===== config.mk =====
export PLATFORM = sky130hd
export DESIGN_NAME = cpeq_ctrl
export DESIGN_NICKNAME = d
export VERILOG_FILES = /design/src/hdl/cpeq_pkg.sv /design/src/hdl/cpeq_ctrl.sv
export SDC_FILE = /design/constraint.sdc
export NUM_CORES = 1
export LEC_CHECK = 0
export BUFFER_PORTS_ARGS = -buffer_cell sky130_fd_sc_hd__buf_4
export CAP_MARGIN = 30
export CORE_ASPECT_RATIO = 1.5
export CORE_MARGIN = 1
export CORE_UTILIZATION = 45
export CTS_CLUSTER_DIAMETER = 80
export DETAILED_ROUTE_END_ITERATION = 10
export GPL_TIMING_DRIVEN = 0
export MAX_ROUTING_LAYER = met4
export PLACE_DENSITY = 0.67
export SLEW_MARGIN = 5
export SYNTH_ARGS = -nofsm -noshare
export SYNTH_HDL_FRONTEND = slang
export SYNTH_SLANG_ARGS = --single-unit

===== constraint.sdc =====
create_clock -name clock -period 6.1 [get_ports clock]
set_input_delay 1.22 -clock clock [delete_from_list [all_inputs] [get_ports clock]]
set_output_delay 1.22 -clock clock [all_outputs]
set_load 0.02 [all_outputs]

===== src/hdl/cpeq_pkg.sv =====
// Package for the class priority eviction queues.
// Holds command and status codes, the result struct and parameter defaults.
// No dependencies.
package cpeq_pkg;

   localparam int DefCostClasses    = 2;
   localparam int DefPriorityLevels = 4;
   localparam int DefQueueDepth     = 16;

   localparam int BlockIdWidth = 16;
   localparam int SeqWidth     = 32;
   localparam int EntryWidth   = BlockIdWidth + SeqWidth;

   localparam logic CMD_ENQUEUE = 1'b0;
   localparam logic CMD_POP     = 1'b1;

   typedef enum logic [2:0] {
      ST_ENQUEUED = 3'd0,
      ST_INVALID  = 3'd1,
      ST_FULL     = 3'd2,
      ST_POPPED   = 3'd3,
      ST_EMPTY    = 3'd4
   } cpeq_status_type;

   typedef struct packed {
      cpeq_status_type status;
      logic            cost_class;
      logic [1:0]      priority_level;
   } cpeq_res_type;

endpackage


===== src/hdl/cpeq_ctrl.sv =====
// Queue bookkeeping: head, tail and fill count per queue, the enqueue check
// and the strict-priority pop select. Depends on cpeq_pkg.
module cpeq_ctrl import cpeq_pkg::*; #(
   parameter int COST_CLASSES    = DefCostClasses,
   parameter int PRIORITY_LEVELS = DefPriorityLevels,
   parameter int QUEUE_DEPTH     = DefQueueDepth,
   localparam int NQ  = COST_CLASSES * PRIORITY_LEVELS,
   localparam int QW  = (NQ > 1) ? $clog2(NQ) : 1,
   localparam int PW  = $clog2(QUEUE_DEPTH),
   localparam int AW  = QW + PW
) (
   input  logic                    clock,
   input  logic                    reset,
   input  logic                    go,
   input  logic                    cmd,
   input  logic [1:0]              cost_class,
   input  logic [2:0]              priority_level,
   input  logic [BlockIdWidth-1:0] block_id,
   input  logic [SeqWidth-1:0]     seq_number,
   output cpeq_res_type            res,
   output logic                    ram_wr_en,
   output logic                    ram_rd_en,
   output logic [AW-1:0]           ram_addr,
   output logic [EntryWidth-1:0]   ram_wr_data
);

   localparam int CNW = $clog2(QUEUE_DEPTH + 1);

   logic [PW-1:0]  head_ff  [NQ];
   logic [PW-1:0]  head_in  [NQ];
   logic [PW-1:0]  tail_ff  [NQ];
   logic [PW-1:0]  tail_in  [NQ];
   logic [CNW-1:0] count_ff [NQ];
   logic [CNW-1:0] count_in [NQ];

   logic          enq_bad;
   logic          enq_full;
   logic [QW-1:0] enq_q;
   logic          pop_found;
   logic [QW-1:0] pop_q;
   logic          pop_cls;
   logic [1:0]    pop_pri;

   function automatic logic [PW-1:0] advance(input logic [PW-1:0] ptr);
      return (ptr == PW'(QUEUE_DEPTH - 1)) ? '0 : ptr + PW'(1);
   endfunction

   assign enq_bad  = (32'(cost_class) >= COST_CLASSES) ||
                     (32'(priority_level) >= PRIORITY_LEVELS);
   assign enq_q    = QW'(32'(cost_class) * PRIORITY_LEVELS + 32'(priority_level));
   assign enq_full = (count_ff[enq_q] == CNW'(QUEUE_DEPTH));
   assign ram_wr_data = {block_id, seq_number};

   // Cheapest class first, then lowest priority level within the class.
   always_comb begin
      pop_found = 1'b0;
      pop_q     = '0;
      pop_cls   = 1'b0;
      pop_pri   = '0;
      for (int c = 0; c < COST_CLASSES; c++) begin
         for (int p = 0; p < PRIORITY_LEVELS; p++) begin
            if (!pop_found && (count_ff[c * PRIORITY_LEVELS + p] != '0)) begin
               pop_found = 1'b1;
               pop_q     = QW'(c * PRIORITY_LEVELS + p);
               pop_cls   = 1'(c);
               pop_pri   = 2'(p);
            end
         end
      end
   end

   always_comb begin
      head_in   = head_ff;
      tail_in   = tail_ff;
      count_in  = count_ff;
      res       = '{status: ST_EMPTY, cost_class: 1'b0, priority_level: 2'd0};
      ram_wr_en = 1'b0;
      ram_rd_en = 1'b0;
      ram_addr  = {pop_q, head_ff[pop_q]};
      if (cmd == CMD_ENQUEUE) begin
         ram_addr = {enq_q, tail_ff[enq_q]};
         priority if (enq_bad) begin
            res.status = ST_INVALID;
         end else if (enq_full) begin
            res.status = ST_FULL;
         end else begin
            res.status = ST_ENQUEUED;
            if (go) begin
               ram_wr_en       = 1'b1;
               tail_in[enq_q]  = advance(tail_ff[enq_q]);
               count_in[enq_q] = count_ff[enq_q] + CNW'(1);
            end
         end
      end else if (pop_found) begin
         res.status         = ST_POPPED;
         res.cost_class     = pop_cls;
         res.priority_level = pop_pri;
         if (go) begin
            ram_rd_en       = 1'b1;
            head_in[pop_q]  = advance(head_ff[pop_q]);
            count_in[pop_q] = count_ff[pop_q] - CNW'(1);
         end
      end
   end

   always_ff @(posedge clock) begin
      if (reset) begin
         for (int i = 0; i < NQ; i++) begin
            head_ff[i]  <= '0;
            tail_ff[i]  <= '0;
            count_ff[i] <= '0;
         end
      end else begin
         head_ff  <= head_in;
         tail_ff  <= tail_in;
         count_ff <= count_in;
      end
   end

endmodule


**Yosys cells after proc, flatten, opt, wreduce, memory -nomap -nowiden**

Cells that the tools add are included.

- Output and inout port bits: 63
- Bits of input ports: 57
- Word-level logic and storage cells: 146
- Register bits after elaboration: 104

- Bitwise gates (word level): 5
- Reduce and logical (&&, ||, !) cells: 29
- Magnitude comparators: 6
- Add/subtract/negate cells: 5
- Equality and inequality tests: 7
- Muxes and demuxes: 70

Operators with widths:

| cell | number |
|---|---|
| 40-bit 2-to-1 mux | 6 |
| 40-bit bitwise mux | 2 |
| 32-bit bitwise mux | 2 |
| 5-bit nonzero test | 8 |
| 4-bit 2-to-1 mux | 8 |
| 5-bit binary-select mux with 3-bit select | 2 |
| 5-bit demux with 3-bit select | 2 |
| 5-bit 2-to-1 mux | 6 |
| 4-bit binary-select mux with 3-bit select | 2 |
| 4-bit demux with 3-bit select | 2 |
| 3-bit 2-to-1 mux | 7 |
| 1-bit 2-to-1 mux | 20 |
| 2-bit 2-to-1 mux | 9 |
| 1-bit logical AND | 9 |
| 4-bit by 1-bit adder with 4-bit output (second input constant) | 2 |
| 4-bit == test (second input constant) | 2 |
| 4-bit >= comparator (second input constant) | 2 |
| 4-bit by 1-bit less-than comparator with 1-bit output (second input constant) | 2 |
| 3-bit inverter with 4-bit output | 2 |
| 1-bit zero test | 7 |
| 7-bit 2-to-1 mux | 1 |
| 6-bit 2-to-1 mux | 1 |
| 2-bit != test (second input constant) | 3 |
| 5-bit by 1-bit adder with 5-bit output (second input constant) | 1 |
| 12 further kinds | 14 |

**Longest topological paths before layout**

- Word-level depth: 32
- Gate-level depth with buffers: 14
- Mapped depth without buffers: 12

**Worst setup path after synthesis**

No wires, ideal clock.

- Path type: input port to output port
- Start point: in priority_level[0]
- End point: out ram_wr_en
- Arrival: 3,880 ps
- Data required time: 4,880 ps
- Slack: 1,000 ps
- Stages: 11
- Cell sequence: clkbuf_1 > clkbuf_1 > buf_2 > mux4_1 > mux2i_1 > ha_1 > nand2_1 > nor3_1 > nor2_1 > buf_2 > buf_1

- Longest elaborated chain between the ends: 9
- Elaborated cells between the ends (all ways): 11
- Classes of those cells: 1 x add/sub; 1 x order compare; 1 x eq/ne; 6 x mux; 1 x bitwise; 1 x reduce/logical

RTL lines:

| item | RTL line | RTL |
|---|---|---|
| from (decl) | cpeq_ctrl.sv:17 | `input logic [2:0] priority_level,` |
| 3-bit adder | cpeq_ctrl.sv:50 | `assign enq_q = QW'(32'(cost_class) * PRIORITY_LEVELS + 32'(priority_level));` |
| 3-bit inverter with 4-bit output (implied by the code) | cpeq_ctrl.sv:51 | `assign enq_full = (count_ff[enq_q] == CNW'(QUEUE_DEPTH));` |
| 5-bit binary-select mux with 3-bit select | cpeq_ctrl.sv:51 |  |
| 5-bit 2-to-1 mux (implied by the code) (2 in a row) | cpeq_ctrl.sv:51 |  |
| 5-bit == test | cpeq_ctrl.sv:51 |  |
| 1-bit 2-to-1 mux | cpeq_ctrl.sv:84 | `end else if (enq_full) begin` |
| 1-bit 2-to-1 mux (*) | cpeq_ctrl.sv:82 | `priority if (enq_bad) begin` |
| 1-bit 2-to-1 mux (*) | cpeq_ctrl.sv:80 | `if (cmd == CMD_ENQUEUE) begin` |
| to (decl) | cpeq_ctrl.sv:21 | `output logic ram_wr_en,` |

Every way passes the cells marked *; elsewhere a longest branch is shown, timed or not. The select of a mux whose other input is x is not followed.

**Worst setup path in the final report**

Same ends and word-level chain as after synthesis.

==> metrics.txt <==
# TYPE chip_impl_metric gauge
chip_impl_info{name="outcome",value="finished, final reports clean"} 1
chip_impl_metric{name="largest_net_degree_at_the_start_of_global_routing",unit=""} 19
chip_impl_info{name="cp-end-kind",value="output port"} 1
chip_impl_metric{name="buffer_ports.inserted",unit=""} 68
chip_impl_metric{name="multi_input_logic_area",unit="sq um"} 3910
chip_impl_metric{name="layout.cells.non_filler",unit=""} 1102
chip_impl_metric{name="finalMaxSlewViolations",unit=""} 0
chip_impl_metric{name="clock_latency",unit="ns"} 0.35
chip_impl_metric{name="timing.fmax",unit="GHz"} 0.171
chip_impl_metric{name="synth-seq-cells",unit=""} 104
chip_impl_metric{name="final_cell_area",unit="sq um"} 7690
chip_impl_info{name="rsz0062_at_grt",value="false"} 1
chip_impl_info{name="cts_tree",value="yes"} 1
chip_impl_metric{name="layout_cells_sized_above_1",unit=""} 0.213
chip_impl_metric{name="fp.dieArea",unit="sq um"} 15200
chip_impl_metric{name="synth_enable_flop_cells",unit=""} 0
chip_impl_metric{name="timing_worst_slew_pin_value",unit="ns"} 1.06
chip_impl_metric{name="routed_length_per_instance",unit="um"} 22.5
chip_impl_info{name="synth_ff_type",value="sky130_fd_sc_hd__dfxtp_1"} 1
chip_impl_metric{name="place.gp.congestion",unit=""} 1.04
chip_impl_metric{name="syn-num-nets",unit=""} 882
chip_impl_metric{name="die_y",unit="um"} 151
chip_impl_metric{name="synthDistinctLibCells",unit=""} 74
chip_impl_metric{name="yosysWarnings",unit=""} 0
chip_impl_metric{name="arrival",unit="ns"} 4.63
chip_impl_metric{name="irDropWorstVdd",unit="uV"} 208
chip_impl_info{name="layout.cells.most_common",value="sky130_fd_sc_hd__buf_4"} 1
chip_impl_info{name="cts_root_buf",value="sky130_fd_sc_hd__clkbuf_16"} 1
chip_impl_info{name="cpMaxStageDelayCell",value="sky130_fd_sc_hd__mux4_1"} 1
chip_impl_metric{name="leakage",unit="nW"} 3.05
chip_impl_metric{name="postSynthAreaPerCell",unit="sq um"} 8.09
chip_impl_metric{name="groute.usage.overall",unit=""} 0.339
chip_impl_metric{name="cellPowerDensity",unit="nW/um^2"} 373
chip_impl_metric{name="required_time_of_the_worst_setup_path",unit="ns"} 4.88
chip_impl_metric{name="place_inst",unit=""} 1086
chip_impl_metric{name="finClkSkew",unit="ns"} 0.00789
chip_impl_metric{name="antenna_cells",unit=""} 0
chip_impl_metric{name="number_of_core_rows",unit=""} 54
chip_impl_metric{name="register_area",unit="sq um"} 2080
chip_impl_metric{name="cts-hold-fix-buffers",unit=""} 0
chip_impl_metric{name="timing.critical_path.slowest_cell_delay",unit="ns"} 0.58
chip_impl_metric{name="totalPowerFinal",unit="mW"} 2.87
chip_impl_metric{name="cts_num_sinks",unit=""} 104
chip_impl_info{name="criticalPathCategory",value="in2out"} 1
chip_impl_metric{name="area.growth.synth_to_final",unit="%"} 16.0
chip_impl_info{name="critical_path.cell_chain",value="clkbuf_1 > clkbuf_2 > buf_2 > mux4_1 > mux2i_1 > ha_1 > nand2_1 > nor3_2 > nor2_1 > buf_2 > buf_1 > buf_4"} 1
chip_impl_metric{name="number_of_maximum_capacitance_violations",unit=""} 0
chip_impl_metric{name="crit_path_max_fanout",unit=""} 10
chip_impl_metric{name="io_pins",unit=""} 120
chip_impl_metric{name="finalCritPeriodShare",unit=""} 0.958
chip_impl_metric{name="cts-buffers-inserted",unit=""} 9
chip_impl_metric{name="slew-limit-headroom",unit=""} 0.287
chip_impl_metric{name="fill_cells",unit=""} 1487
chip_impl_metric{name="final_nets",unit=""} 963
chip_impl_metric{name="die_w",unit="um"} 101
chip_impl_metric{name="initialDrtViolationCount",unit=""} 685
chip_impl_metric{name="grt_pass1_wl",unit="um"} 36900
chip_impl_metric{name="dp_worst_setup_slack",unit="ns"} -0.0825
chip_impl_metric{name="drt-vias-per-instance",unit=""} 6.38
chip_impl_metric{name="vias",unit=""} 7030
chip_impl_metric{name="timing.final.setup_violations",unit=""} 0
chip_impl_metric{name="post_synthesis_instance_area",unit="sq um"} 6630
chip_impl_info{name="mostFrequentLayoutCells",value="sky130_fd_sc_hd__buf_4, sky130_fd_sc_hd__nor2_1, sky130_fd_sc_hd__dfxtp_1"} 1
chip_impl_metric{name="place.detailed.hpwl",unit="um"} 18700
chip_impl_metric{name="fin_crit",unit="ns"} 5.85
chip_impl_metric{name="ctsHtreeMaxLevel",unit=""} 3
chip_impl_metric{name="initial_utilization",unit=""} 0.459
chip_impl_metric{name="placeableCoreArea",unit="sq um"} 14500
chip_impl_metric{name="via_count_of_the_first_global_routing_pass",unit=""} 6635
chip_impl_metric{name="postSynth.asyncResetShare",unit=""} 0
chip_impl_info{name="critical-path-top-cell-by-count",value="sky130_fd_sc_hd__buf_2"} 1
chip_impl_metric{name="drt_first_pass_iters",unit=""} 6
chip_impl_metric{name="clock_tree.buffer_depth",unit=""} 2
chip_impl_metric{name="hold_viol_final",unit=""} 0
chip_impl_metric{name="clkSlewWorstSetupHoldPaths",unit="ns"} 0.07
chip_impl_metric{name="drc",unit=""} 0
chip_impl_metric{name="syn_inst",unit=""} 820
chip_impl_info{name="hp-class",value="reg2reg"} 1
chip_impl_metric{name="initial_antenna_violation_count",unit=""} 0
chip_impl_metric{name="timing.final.ws_setup",unit="ns"} 0.253
chip_impl_metric{name="antenna_violating_nets_post_route",unit=""} 0
chip_impl_metric{name="routed_wirelength",unit="um"} 24800
chip_impl_metric{name="sequential_to_total_area_share_from_yosys_stat",unit=""} 0.314
chip_impl_metric{name="total_overflow_reported_by_the_global_router",unit=""} 0
chip_impl_metric{name="placedInstanceArea",unit="sq um"} 7400
chip_impl_info{name="startpoint_type",value="input pin"} 1
## flip-flops by register name, indices dropped and copies added (netlist names)
register / count
count_ff: 40
head_ff: 32
tail_ff: 32
## worst paths after layout
check,from,to,slack [ns],cells past startpoint
setup reg to reg,count_ff[21]$_SDFFE_PP0P_,count_ff[7]$_SDFFE_PP0P_,1.82,12
hold / removal,head_ff[12]$_SDFFE_PP0P_,head_ff[12]$_SDFFE_PP0P_,0.45,2
hold reg to reg,head_ff[12]$_SDFFE_PP0P_,head_ff[12]$_SDFFE_PP0P_,0.45,2
setup / recovery,priority_level[0],ram_wr_en,0.25,12
## final cells by class
type	instances	share of cell area
Buffer	91	0.0709
Multi-Input combinational cell	598	0.508
Timing Repair Buffer	70	0.0677
Sequential cell	104	0.271
Clock buffer	10	0.0311
Inverter	27	0.0132
Tap cell	196	0.0319
Clock inverter	6	0.00667
## worst max-delay path: cells and delay by family
kind	cells	cell delay (ns)
adder cells (fa/ha/maj)	1	0.20
buffers and inverters	6	1.73
multiplexers	2	0.82
AND/OR/NAND/NOR	3	0.66
## cell usage after synthesis (all sizes together) (18+ instances only)
cell type / count / area share
a211oi: 21 / 0.025
a21oi: 63 / 0.048
a22oi: 18 / 0.020
buf: 61 / 0.065
clkbuf: 30 / 0.017
dfxtp: 104 / 0.31
inv: 26 / 0.015
mux2i: 35 / 0.053
nand2: 75 / 0.042
nand3: 35 / 0.026
nor2: 109 / 0.066
nor3: 24 / 0.019
o21ai: 28 / 0.022
o22ai: 24 / 0.023
## where the power goes
part           switching (mW)  total, mW  leakage (nW)  internal (mW)
registers              0.0370      0.743         0.839          0.706
clock network           0.280      0.574         0.133          0.294
logic                    1.06       1.55          2.07          0.492
total                    1.38       2.87          3.05           1.49
## what timing repair did
item,CTS,global route
pin swaps,0,0
buffers inserted,0,0
gates resized for setup,1,1
endpoints found under the setup margin,1,1
## kinds of logic (layout without fill, tap and decap cells)
group / Yosys count / after routing / synth area share
AO/OA/AOI/OAI: 221 / 221 / 0.222
XOR/XNOR: 9 / 9 / 0.0153
adder cells (fa/ha/maj): 5 / 5 / 0.00944
buffers and inverters: 118 / 204 / 0.0974
flip-flops: 104 / 104 / 0.314
multiplexers: 56 / 56 / 0.111
AND/OR/NAND/NOR: 307 / 307 / 0.231
## layer usage
metal / share of wire / vias up / track usage
li1: - / 3140 / -
met1: 0.35 / 3230 / 0.349
met2: 0.48 / 508 / 0.560
met3: 0.091 / 152 / 0.0701
met4: 0.080 / 0 / 0.263
met5: 0 / - / -
## through the flow
| step | util | setup TNS (ns) | hold WS (ns) |
|---|---|---|---|
| floorplan | - | 0 | 0.427 |
| global placement | 0.511 | -0.107 | 0.440 |
| detailed placement | 0.512 | -0.0825 | 0.444 |
| CTS | 0.532 | 0 | 0.453 |
| global route | 0.532 | 0 | 0.480 |
| finish | 0.532 | 0 | 0.452 |
No activity file was read; power rests on OpenSTA's default activity.
